[config.mk]
export PLATFORM = sky130hd
export DESIGN_NAME = sacl_ram
export DESIGN_NICKNAME = d
export VERILOG_FILES = /design/src/sacl_ram.sv
export SDC_FILE = /design/constraint.sdc
export NUM_CORES = 1
export LEC_CHECK = 0
export BUFFER_PORTS_ARGS = -buffer_cell sky130_fd_sc_hd__buf_2
export CAP_MARGIN = 0
export CORE_MARGIN = 3
export CORE_UTILIZATION = 40
export CTS_BUF_LIST = sky130_fd_sc_hd__clkbuf_8
export CTS_CLUSTER_SIZE = 16
export DETAILED_ROUTE_END_ITERATION = 16
export PLACE_DENSITY_LB_ADDON = 0.3
export SYNTH_ARGS = -nofsm -noshare
export SYNTH_HDL_FRONTEND = slang
export SYNTH_SLANG_ARGS = --single-unit
[constraint.sdc]
create_clock -name clock -period 3.5 [get_ports clock]
set_input_delay 0.175 -clock clock [delete_from_list [all_inputs] [get_ports clock]]
set_output_delay 0.175 -clock clock [all_outputs]
set_load 0.03 [all_outputs]
[src/sacl_ram.sv]
// ----------------------------------------------------------------------------
// sacl_ram
// single port synchronous ram with registered read
// ----------------------------------------------------------------------------
module sacl_ram #(
   parameter int WIDTH = 8,
   parameter int DEPTH = 16
) (
   input  logic                     clock,
   input  logic                     we,
   input  logic [$clog2(DEPTH)-1:0] addr,
   input  logic [WIDTH-1:0]         wdata,
   output logic [WIDTH-1:0]         rdata
);
   logic [WIDTH-1:0] mem [DEPTH];
   logic [WIDTH-1:0] rdata_ff;

   always_ff @(posedge clock) begin
      if (we) mem[addr] <= wdata;
      rdata_ff <= mem[addr];
   end

   assign rdata = rdata_ff;
endmodule

==> summary.md, run 1 <==
| Metric | Value |
|---|---|
| Antenna violations before repair | `0` |
| Setup Slack @ Placement | `approximately 1.2 ns` |
| Clock-pin slew on the worst setup and hold paths | `0.09 ns` |
| Critical path capture point type | `flop` |
| LEAKAGE | `around 1.8 nW` |
| Power per cell area | `582 nW/µm²` |
| Total power | `3.36 mW` |
| Core area | `12,200 µm²` |
| Die footprint | `14,100 µm²` |
| Clock Tree Buf Depth | `2` |
| Clock buffer count from CTS | `17` |
| Clock Latency Late Sink | `0.42 ns` |
| Status | `completed` |
| Kind of critical path | `input port to flop` |
| Antenna-violating nets left | `0` |
| Sw Ratio | `22.5%` |
| Tmin final | `1.84 ns` |
| Fmax | `between 500 and 600 MHz` |
| Fin worst setup slack | `approximately 1.7 ns` |
| Compound-Gate Fraction of Synth Area | `2.37%` |
| Post-CTS Hold Buffers | `0` |
| Slew @ Worst Pin | `about 1.2 ns` |
| Die Ht | `about 120 µm` |
| Final Cycle Share | `52.6%` |
| P_int | `about 2.6 mW` |
| Grt ovf | `0` |
| RSZ-0062 raised after global routing | `no` |
| Critical path startpoint category | `input port` |
| ANT cells | `0` |
| Combinational share of power | `5.5%` |
| Yosys warning total | `0` |
| Number of setup buffers added after CTS | `0` |
| Port buffer count | `21` |
| Seq pwr share | `54.3%` |
| CP required | `3.54 ns` |
| # DRC | `0` |
| Max_cap viols | `0` |
| Core Util, Final | `47.3%` |
| # nets final | `277` |
| Avg WL per Cell | `22.0 µm` |
| Syn avg cell area | `22.0 µm²` |
| # IOs | `22` |
| Crit-path cells | `buf_2 -> nand2b_1 -> nor2_1` |
| Rel. slew slack | `~17%` |
| Adder-cell share of the synthesized area | `0%` |
| Net Switching | `between 700 and 800 µW` |
| Drt first-iter violations | `299` |
| Setup TNS | `0 ns` |
| Final setup viols | `0` |
| Multiplexer area fraction after synthesis | `14.2%` |
| Gr usage total | `14.7%` |
| First-pass GRT wire length | `15,000 µm` |
| Post-Synth XOR/XNOR Area | `0%` |
| Hold WC Path Type | `input port to flop` |
| Largest family of logic cells by synthesized area | `multiplexers` |
| Die width | `119 µm` |
| Unique masters post-synth | `18` |
| Cts repair resizes | `0` |
| Detailed Place HPWL | `6090 µm` |
| Critical path's slowest cell | `nor2_1` |
| Synth-to-layout area growth | `14.0%` |
| Register area | `4000 µm²` |
| CTS tree | `done` |
| Via-to-Cell Ratio | `5.30` |
| Maximum vdd drop | `roughly 0.24 mV` |
| Clk network pwr share | `40.2%` |
| Slowest stage delay, CP | `between 0.7 and 0.8 ns` |
| Arr. time, crit path | `1.88 ns` |
| Vias | `2,353` |
| Cell Area, Synth | `5070 µm²` |
| Share of layout cells above drive strength 1 | `32.6%` |
| Initial Util | `about two fifths` |
| Placer Congestion | `0.747` |
| Crit Path Max Fanout | `30` |
| H-tree levels | `4` |
| Multi-input gate area | `around 1000 µm²` |
| Final wirelength | `9780 µm` |
| Slew Limit Fails | `0` |
| Register area share after synthesis | `between 70 and 80%` |
| # rows | `40` |
| Largest net degree at the start of global routing | `40` |
| Final Hold Vio Count | `0` |
| Number of iterations in the first detailed-routing pass | `4` |
| Post-synthesis simple-gate area fraction | `roughly 3.2%` |
| Post-synthesis net count | `244` |
| Sink Count | `136` |
| CTS root buf | `clkbuf_8` |
| Flops & latches, synth | `136` |
| Vias in the first global route | `2,425` |
| Clk_skew | `0.0110 ns` |
| Cell count after synthesis | `230` |
| FILL cells | `~1,000` |
placed cells by master, fill, tap and decap left out, drive strengths merged:
cell type,n
mux4,32
nand3b,2
and2,1
a22oi,16
nor2b,2
nand2,9
clkbuf,17
or3b,1
nor2,13
nand3,1
bufinv,3
clkinv,5
nor3,4
edfxtp,128
dfxtp,8
clkinvlp,2
inv,5
buf,25
nand2b,2
kinds of logic after synthesis:
kind of cell,count (synthesis)
compound gates,16
buf+inv,11
flops,136
mux,32
simple gates,35
stage by stage:
stage | hold WS, ns | instance area, µm² | std cells
2_1_floorplan | 0.274 | 5070 | 230
3_3_place_gp | 0.585 | 5350 | 412
3_5_place_dp | 0.591 | 5350 | 412
4_1_cts | 0.114 | 5780 | 444
5_1_grt | 0.131 | 5780 | 444
6_report | 0.146 | 5780 | 444
sequential cells by signal (all words and copies together), names as in the netlist:
name / cells
rdata: 8
mem: 128
per-layer routing:
| metal | up-vias | GRT usage (%) | share of wire (%) |
|---|---|---|---|
| met2 | 79 | 21.3 | 49 |
| li1 | 1025 | - | - |
| met4 | 0 | 5.87 | 1.4 |
| met3 | 6 | 2.92 | 7.1 |
| met5 | - | 0 | 0 |
| met1 | 1243 | 22.1 | 42 |
cells in the mapped netlist:
cell type / n / area [µm²]
buf_2: 2 / 10.0
nand2_1: 9 / 33.8
clkbuf_2: 1 / 5.00
or3b_2: 1 / 8.76
a22oi_1: 16 / 120
mux4_2: 32 / 721
nor2b_1: 2 / 12.5
clkbuf_1: 2 / 7.51
and2_1: 1 / 6.26
edfxtp_1: 128 / 3840
nor2_1: 13 / 48.8
dfxtp_1: 8 / 160
buf_1: 4 / 15.0
buf_6: 2 / 22.5
nand3b_1: 2 / 15.0
nand3_1: 1 / 5.00
nor3_1: 4 / 20.0
nand2b_1: 2 / 12.5
power groups by stage:
stage | sequential [mW] | combinational (mW) | clock, mW
6_report | 1.83 | 0.186 | 1.35
5_1_grt | 1.83 | 0.200 | 1.45
4_1_cts | 1.83 | 0.189 | 1.38
3_5_place_dp | 1.86 | 0.189 | 0
3_3_place_gp | 1.86 | 0.186 | 0
2_1_floorplan | 1.88 | 0.0938 | 0
critical path, delay by kind of cell:
kind / cells / cell delay [ns]
AND/OR/NAND/NOR: 2 / 1.01
buffers and inverters: 1 / 0.69
path summary, 6_finish.rpt:
check / from / end / slack, ns / cells past startpoint
min: wdata[4] / mem[13][4] / 0.15 / 1
max reg2reg: mem[14][3] / rdata[3] / 2.08 / 3
min reg2reg: mem[2][7] / rdata[7] / 0.71 / 3
max: addr[0] / mem[1][4] / 1.66 / 3
layout make-up:
cell class / count / share of cell area [%]
clock inverter: 15 / 3.31
tap: 168 / 3.64
multi-input combinational: 83 / 17.4
sequential: 136 / 69.3
clock buffer: 17 / 4.05
timing repair buffer: 25 / 2.34
No activity file was read; power rests on OpenSTA's default activity.
==> inputs of run 2 (changes only) <==
- clock period: 3.5 -> 1.7 ns (I/O delays scaled with it)
==> run 2 against run 1 <==
  * Cell count increased by 4.5%
  * Total power grew 120%
  * Sequential cell count did not move
  * Largest cell class unchanged
  * Combinational power is 120% higher
==> summary.md, run 2 (synthesis gave the netlist of run 1 again) <==
| Metric | Value |
|---|---|
| Share of layout cells above drive strength 1 | `36.8% (was 32.6%)` |
| Kind of critical path | `flop to flop (was input port to flop)` |
| Number of iterations in the first detailed-routing pass | `4 (unchanged)` |
| Slew @ Worst Pin | `0.571 ns (was 1.24 ns)` |
| Vias in the first global route | `2,467 (was 2,425)` |
| Clock buffer count from CTS | `17 (unchanged)` |
| Gr usage total | `14.5% (was 14.7%)` |
| Clk_skew | `0.00928 ns (was 0.0110 ns)` |
| Die footprint | `14,100 µm² (unchanged)` |
| Cts repair resizes | `0 (unchanged)` |
| Number of setup buffers added after CTS | `0 (unchanged)` |
| Hold Crit Start | `wdata[6] (was wdata[4])` |
| RSZ-0062 raised after global routing | `no (unchanged)` |
| Most frequent cells in the layout | `128 x edfxtp_1, 32 x mux4_2, 21 x buf_2, 21 x buf_4, 18 x clkbuf_8 (was 128 x edfxtp_1, 32 x mux4_2, 21 x buf_2, 17 x clkbuf_8, 16 x a22oi_1)` |
| Sw Ratio | `19.3% (was 22.5%)` |
| CTS root buf | `clkbuf_8 (unchanged)` |
| Clock-pin slew on the worst setup and hold paths | `0.07 ns (was 0.09 ns)` |
| Net Switching | `1.43 mW (was 758 µW)` |
| Reg2Reg Setup Slack | `0.31 ns (was 2.08 ns)` |
| Tmin final | `1.39 ns` |
| CP required | `2.00 ns (was 3.54 ns)` |
| Slew Limit Fails | `0 (unchanged)` |
| ANT cells | `0 (unchanged)` |
| Clk network pwr share | `43.8% (was 40.2%)` |
| Max_cap viols | `0 (unchanged)` |
| Port buffer count | `21 (unchanged)` |
| Crit Path Max Fanout | `1 (was 30)` |
| Crit-path cells | `mux4_2 -> a22oi_1 -> nand2_1 (was buf_2 -> nand2b_1 -> nor2_1)` |
| # DRC | `0 (unchanged)` |
| R2r endpoint | `rdata[1] (was rdata[3])` |
| Hold Crit Depth | `1 (unchanged)` |
| Rel. slew slack | `61.8% (was 16.7%)` |
| Vias | `2,372 (was 2,353)` |
| # IOs | `22 (unchanged)` |
| First-pass GRT wire length | `14,800 µm (was 15,000 µm)` |
| Slowest stage delay, CP | `0.46 ns (was 0.75 ns)` |
| Hold EP | `mem[6][6] (was mem[13][4])` |
| Max FFs per register | `128 (unchanged)` |
| Critical path capture point type | `flop (unchanged)` |
| CTS tree | `done (unchanged)` |
| Post-CTS Hold Buffers | `0 (unchanged)` |
| Detailed Place HPWL | `6100 µm (was 6090 µm)` |
| Core area | `12,200 µm² (unchanged)` |
| Via-to-Cell Ratio | `5.11 (was 5.30)` |
| Hold slack | `0.0391 ns (was 0.146 ns)` |
| Critical path's slowest cell | `mux4_2 (was nor2_1)` |
| LEAKAGE | `2.01 nW (was 1.85 nW)` |
| Die Ht | `119 µm (unchanged)` |
| Clock Latency Late Sink | `0.43 ns (was 0.42 ns)` |
| Final Cycle Share | `82.0%` |
| Reg-to-Reg Start | `mem[2][1] (was mem[14][3])` |
| Commonest non-fill, non-tap cell in the layout | `edfxtp_1 (unchanged)` |
| Drt first-iter violations | `143 (was 299)` |
| Status | `completed (unchanged)` |
| Non-filler cells, final | `464 (was 444)` |
| # nets final | `297 (was 277)` |
| Initial Util | `41.5% (unchanged)` |
| Arr. time, crit path | `1.69 ns (was 1.88 ns)` |
| Synth-to-layout area growth | `19.2% (was 14.0%)` |
| Clock Tree Buf Depth | `2 (unchanged)` |
| Maximum vdd drop | `0.549 mV (was 0.239 mV)` |
| Total power | `7.41 mW (was 3.36 mW)` |
| P_int | `5.98 mW (was 2.61 mW)` |
| Antenna-violating nets left | `0 (unchanged)` |
| Final Hold Vio Count | `0 (unchanged)` |
| Reg with most FFs | `mem (unchanged)` |
| Die width | `119 µm (unchanged)` |
| Grt ovf | `0 (unchanged)` |
| Final wirelength | `9350 µm (was 9780 µm)` |
| Placer Congestion | `0.750 (was 0.747)` |
| Hold WC Path Type | `input port to flop (unchanged)` |
| Power per cell area | `1230 nW/µm² (was 582 nW/µm²)` |
| Avg WL per Cell | `20.2 µm (was 22.0 µm)` |
| Setup TNS | `0 ns (unchanged)` |
| Largest net degree at the start of global routing | `18 (was 40)` |
| Worst-case reg-to-reg path depth | `3 (unchanged)` |
| Fmax | `~720 MHz` |
| Fin worst setup slack | `0.305 ns (was 1.66 ns)` |
| Combinational share of power | `5.4% (was 5.5%)` |
| H-tree levels | `4 (unchanged)` |
| Antenna violations before repair | `0 (unchanged)` |
| Sink Count | `136 (unchanged)` |
| Setup Slack @ Placement | `0.159 ns (was 1.17 ns)` |
| Placed cell count | `432 (was 412)` |
| Final setup viols | `0 (unchanged)` |
| Critical path startpoint category | `flop (was input port)` |
| Seq pwr share | `50.8% (was 54.3%)` |
| # rows | `40 (unchanged)` |
[run 2: cell types whose count changed in the layout (fill, tap and decap cells not counted), sizes merged]
cell,previous run,this run
bufinv,3,7
inv,5,1
clkbuf,17,18
buf,25,45
clkinv,5,4
[run 2: worst max-delay path: cells and delay by family (launching register included)]
family,cells,cell delay (ns)
compound gates,1,0.30
simple gates,1,0.13
flops,1,0.37
mux,1,0.46
[run 2: metal layers]
metal | track usage (%) | wire (µm) | share of wire, % | vias to the layer above
met1 | 20.1 | 4430 | 47 | 1242
li1 | - | - | - | 1063
met3 | 3.78 | 345 | 3.7 | 15
met2 | 21.5 | 4400 | 47 | 52
met5 | 0 | 0 | 0 | -
met4 | 6.81 | 184 | 2.0 | 0
[run 2: stage by stage]
step	instance area, µm²	util, %
CTS	6040	49.5
global placement	5540	45.4
global route	6040	49.5
finish	6040	49.5
detailed placement	5540	45.4
floorplan	5070	-
[run 2: final cells by class]
cell class,instances,area (µm²)
repair buffers,45,323
clock inverters,14,253
multi-input cells,83,1000
flip-flops and latches,136,4000
fillers,1015,6170
clock buffers,18,248
well taps,168,210
[run 2: worst max-delay path by stage]
stage	start	to	slack [ns]	cells after the start
after global placement	addr[1]	rdata[7]	0.14	5
after global routing	mem[3][5]	rdata[5]	0.25	3
after detailed placement	addr[1]	rdata[7]	0.16	5
after floorplan	addr[2]	mem[0][0]	0.12	2
after CTS	mem[2][1]	rdata[1]	0.34	3
final	mem[2][1]	rdata[1]	0.31	3
[run 2: power groups by stage]
stage	Sequential [mW]	Combinational, mW	Clock (mW)
finish	3.77	0.400	3.24
global placement	3.84	0.403	0
detailed placement	3.84	0.406	0
CTS	3.77	0.408	3.30
floorplan	3.88	0.193	0
global route	3.77	0.437	3.43
==> inputs of run 3 (changes only) <==
- ABC_AREA: default -> 1
- clock period: 1.7 -> 1.2 ns (I/O delays scaled with it)
==> run 3 against run 2 <==
  * Cell count up 68%
  * Area after synthesis is 10% higher
  * Die area rose by 9.8%
  * Core utilization fell by 0.38 points
  * Critical path depth up 5
  * Largest power group unchanged
==> summary.md, run 3 <==
| Metric | Value |
|---|---|
| Clock Latency Late Sink | `0.43 ns (about the same)` |
| Synth-to-layout area growth | `18.1% (was 19.2%)` |
| Reg with most FFs | `mem (unchanged)` |
| Final Hold Vio Count | `0 (unchanged)` |
| Cell Area, Synth | `5590 µm² (was 5070 µm²)` |
| # nets final | `603 (was 297)` |
| Port buffer count | `21 (unchanged)` |
| EDFF count, synth | `128 (unchanged)` |
| Total power | `10.2 mW (was 7.41 mW)` |
| Most common cell in the netlist | `nand2_1 (was edfxtp_1)` |
| Post-synthesis net count | `562 (was 244)` |
| Final setup viols | `0 (unchanged)` |
| Critical path capture point type | `flop (unchanged)` |
| RSZ-0062 raised after global routing | `no (unchanged)` |
| Via-to-Cell Ratio | `4.69 (was 5.11)` |
| Share of layout cells above drive strength 1 | `15.4% (was 36.8%)` |
| Number of iterations in the first detailed-routing pass | `5 (was 4)` |
| Most used cell, CP | `nand2_1` |
| Initial Util | `41.6% (was 41.5%)` |
| Clock buffer count from CTS | `17 (unchanged)` |
| Cell count after synthesis | `548 (was 230)` |
| Dpl cell area | `6160 µm² (was 5540 µm²)` |
| Clock Tree Buf Depth | `2 (unchanged)` |
| # DRC | `0 (unchanged)` |
| Synth top area cells | `edfxtp_1 69%, nand2_1 23%, dfxtp_1 2.9% (was edfxtp_1 76%, mux4_2 14%, dfxtp_1 3.2%)` |
| Sink Count | `136 (unchanged)` |
| Hold Crit Depth | `1 (unchanged)` |
| LEAKAGE | `2.78 nW (was 2.01 nW)` |
| Max_cap viols | `0 (unchanged)` |
| Dominant synthesized flop cell | `edfxtp_1 (unchanged)` |
| Vias | `3,647 (was 2,372)` |
| Crit Path Max Fanout | `1 (unchanged)` |
| Cts repair resizes | `0 (unchanged)` |
| Drt first-iter violations | `264 (was 143)` |
| Antenna-violating nets left | `0 (unchanged)` |
| Largest net degree at the start of global routing | `33 (was 18)` |
| Placer Congestion | `0.840 (was 0.750)` |
| Worst-case reg-to-reg path depth | `8 (was 3)` |
| Detailed Place HPWL | `7840 µm (was 6100 µm)` |
| Register area | `4000 µm² (unchanged)` |
| Die Ht | `124 µm (was 119 µm)` |
| Power per cell area | `1550 nW/µm² (was 1230 nW/µm²)` |
| Register area share after synthesis | `71.6% (was 79.0%)` |
| Most frequent cells in the layout | `346 x nand2_1, 128 x edfxtp_1, 22 x inv_1, 21 x buf_2, 18 x buf_4 (was 128 x edfxtp_1, 32 x mux4_2, 21 x buf_2, 21 x buf_4, 18 x clkbuf_8)` |
| Crit-path cells | `nand2_1 -> nand2_1 -> nand2_1 -> nand2_1 -> nand2_1 -> nand2_1 -> inv_1 -> nand2_1 (was mux4_2 -> a22oi_1 -> nand2_1)` |
| Grt ovf | `0 (unchanged)` |
| CP required | `1.54 ns (was 2.00 ns)` |
| H-tree levels | `4 (unchanged)` |
| Hold Crit Start | `wdata[5] (was wdata[6])` |
| Tmin final | `1.03 ns (was 1.39 ns)` |
| Vias in the first global route | `3,626 (was 2,467)` |
| Critical path's slowest cell | `edfxtp_1 (was mux4_2)` |
| Clock-pin slew on the worst setup and hold paths | `0.08 ns (was 0.07 ns)` |
| Post-CTS Hold Buffers | `0 (unchanged)` |
| Rel. slew slack | `70.8% (was 61.8%)` |
| Share of the synthesized area in the top cell type | `68.7% (was 75.9%)` |
| # rows | `42 (was 40)` |
| Maximum vdd drop | `0.826 mV (was 0.549 mV)` |
| Slew @ Worst Pin | `0.439 ns (was 0.571 ns)` |
| Arr. time, crit path | `1.37 ns (was 1.69 ns)` |
| CTS tree | `done (unchanged)` |
| FILL cells | `1,249 (was 1,015)` |
| Clk_skew | `0.00985 ns (was 0.00928 ns)` |
| Commonest non-fill, non-tap cell in the layout | `nand2_1 (was edfxtp_1)` |
| Fin area | `6600 µm² (was 6040 µm²)` |
| Slew Limit Fails | `0 (unchanged)` |
| CP startpoint | `mem[12][2] (was mem[2][1])` |
| Status | `completed (unchanged)` |
| Fmax | `967 MHz (was 717 MHz)` |
| Antenna violations before repair | `0 (unchanged)` |
| Synth top cells by count | `346 x nand2_1, 128 x edfxtp_1, 21 x inv_1 (was 128 x edfxtp_1, 32 x mux4_2, 16 x a22oi_1)` |
| Max FFs per register | `128 (unchanged)` |
| Die width | `124 µm (was 119 µm)` |
| Hold slack | `0.0505 ns (was 0.0391 ns)` |
| Flops & latches, synth | `136 (unchanged)` |
| Die footprint | `15,400 µm² (was 14,100 µm²)` |
| Core Util, Final | `49.1% (was 49.5%)` |
| First-pass GRT wire length | `19,500 µm (was 14,800 µm)` |
| Slowest stage delay, CP | `0.38 ns (was 0.46 ns)` |
| Syn avg cell area | `10.2 µm² (was 22.0 µm²)` |
| Reg-to-Reg Start | `mem[12][2] (was mem[2][1])` |
| Asr flop ratio synth | `0% (unchanged)` |
| Avg WL per Cell | `15.4 µm (was 20.2 µm)` |
| # IOs | `22 (unchanged)` |
| CTS root buf | `clkbuf_8 (unchanged)` |
| Hold WC Path Type | `input port to flop (unchanged)` |
| Multi-input gate area | `1530 µm² (was 1000 µm²)` |
| Yosys warning total | `0 (unchanged)` |
| Final Cycle Share | `86.2% (was 82.0%)` |
| Final wirelength | `12,000 µm (was 9350 µm)` |
| Core area | `13,500 µm² (was 12,200 µm²)` |
| Post-synth top area cell | `edfxtp_1 (unchanged)` |
| Critical path startpoint category | `flop (unchanged)` |
| Kind of critical path | `flop to flop (unchanged)` |
| Gr usage total | `16.5% (was 14.5%)` |
| Number of setup buffers added after CTS | `0 (unchanged)` |
| ANT cells | `0 (unchanged)` |
| Unique masters post-synth | `11 (was 18)` |
[run 3: changes by cell type after synthesis, sizes merged, moves of 4 or more]
cell | before | now
nor2 | 13 | 18
nand2 | 9 | 346
buf | 8 | 18
nor3 | 4 | 0
inv | 0 | 22
mux4 | 32 | 0
a22oi | 16 | 0
[run 3: final timing paths]
check | to | slack (ns)
hold reg to reg | rdata[2] | 0.72
hold / removal | mem[12][5] | 0.05
setup / recovery | rdata[2] | 0.17
setup reg to reg | rdata[2] | 0.17
[run 3: logic make-up (layout without fill, tap and decap cells)]
logic type    after synthesis  count (layout)  share of synthesized area (%)
simple gates              368             368                           24.8
flops                     136             136                           71.6
buf+inv                    44              98                           3.62
[run 3: area by class of cell]
cell class,count,area share (%)
timing repair buffer,43,4.85
clock buffer,17,3.54
inverter,23,1.31
sequential,136,60.6
tap,176,3.33
multi-input combinational,368,23.2
clock inverter,15,3.15
[run 3: stage by stage]
step / worst slack, ns / cells / TNS (ns)
after floorplan: -0.0595 / 548 / -2.23
after global placement: -0.0501 / 746 / -0.766
after detailed placement: -0.0504 / 746 / -1.40
after CTS: 0.166 / 778 / 0
after global routing: 0.0751 / 778 / 0
final: 0.166 / 778 / 0
[run 3: power by group]
group	internal (mW)	leakage [nW]	switching, mW
Combinational	0.224	1.33	0.552
Clock	2.44	0.220	1.69
Sequential	5.30	1.22	0.0250
[run 3: critical path, delay by kind of cell, from the launching register on]
kind / cells / cell delay, ns
and+or+nand+nor: 7 / 0.49
DFF: 1 / 0.38
buffers and inverters: 1 / 0.07
[run 3: per-layer routing]
metal / wire [µm] / vias to the layer above / track usage (%) / part of all wire, %
met5: 0 / - / 0 / 0
met4: 252 / 0 / 7.67 / 2.1
li1: - / 1832 / - / -
met3: 448 / 22 / 3.65 / 3.7
met2: 5630 / 83 / 24.9 / 47
met1: 5690 / 1710 / 22.7 / 47
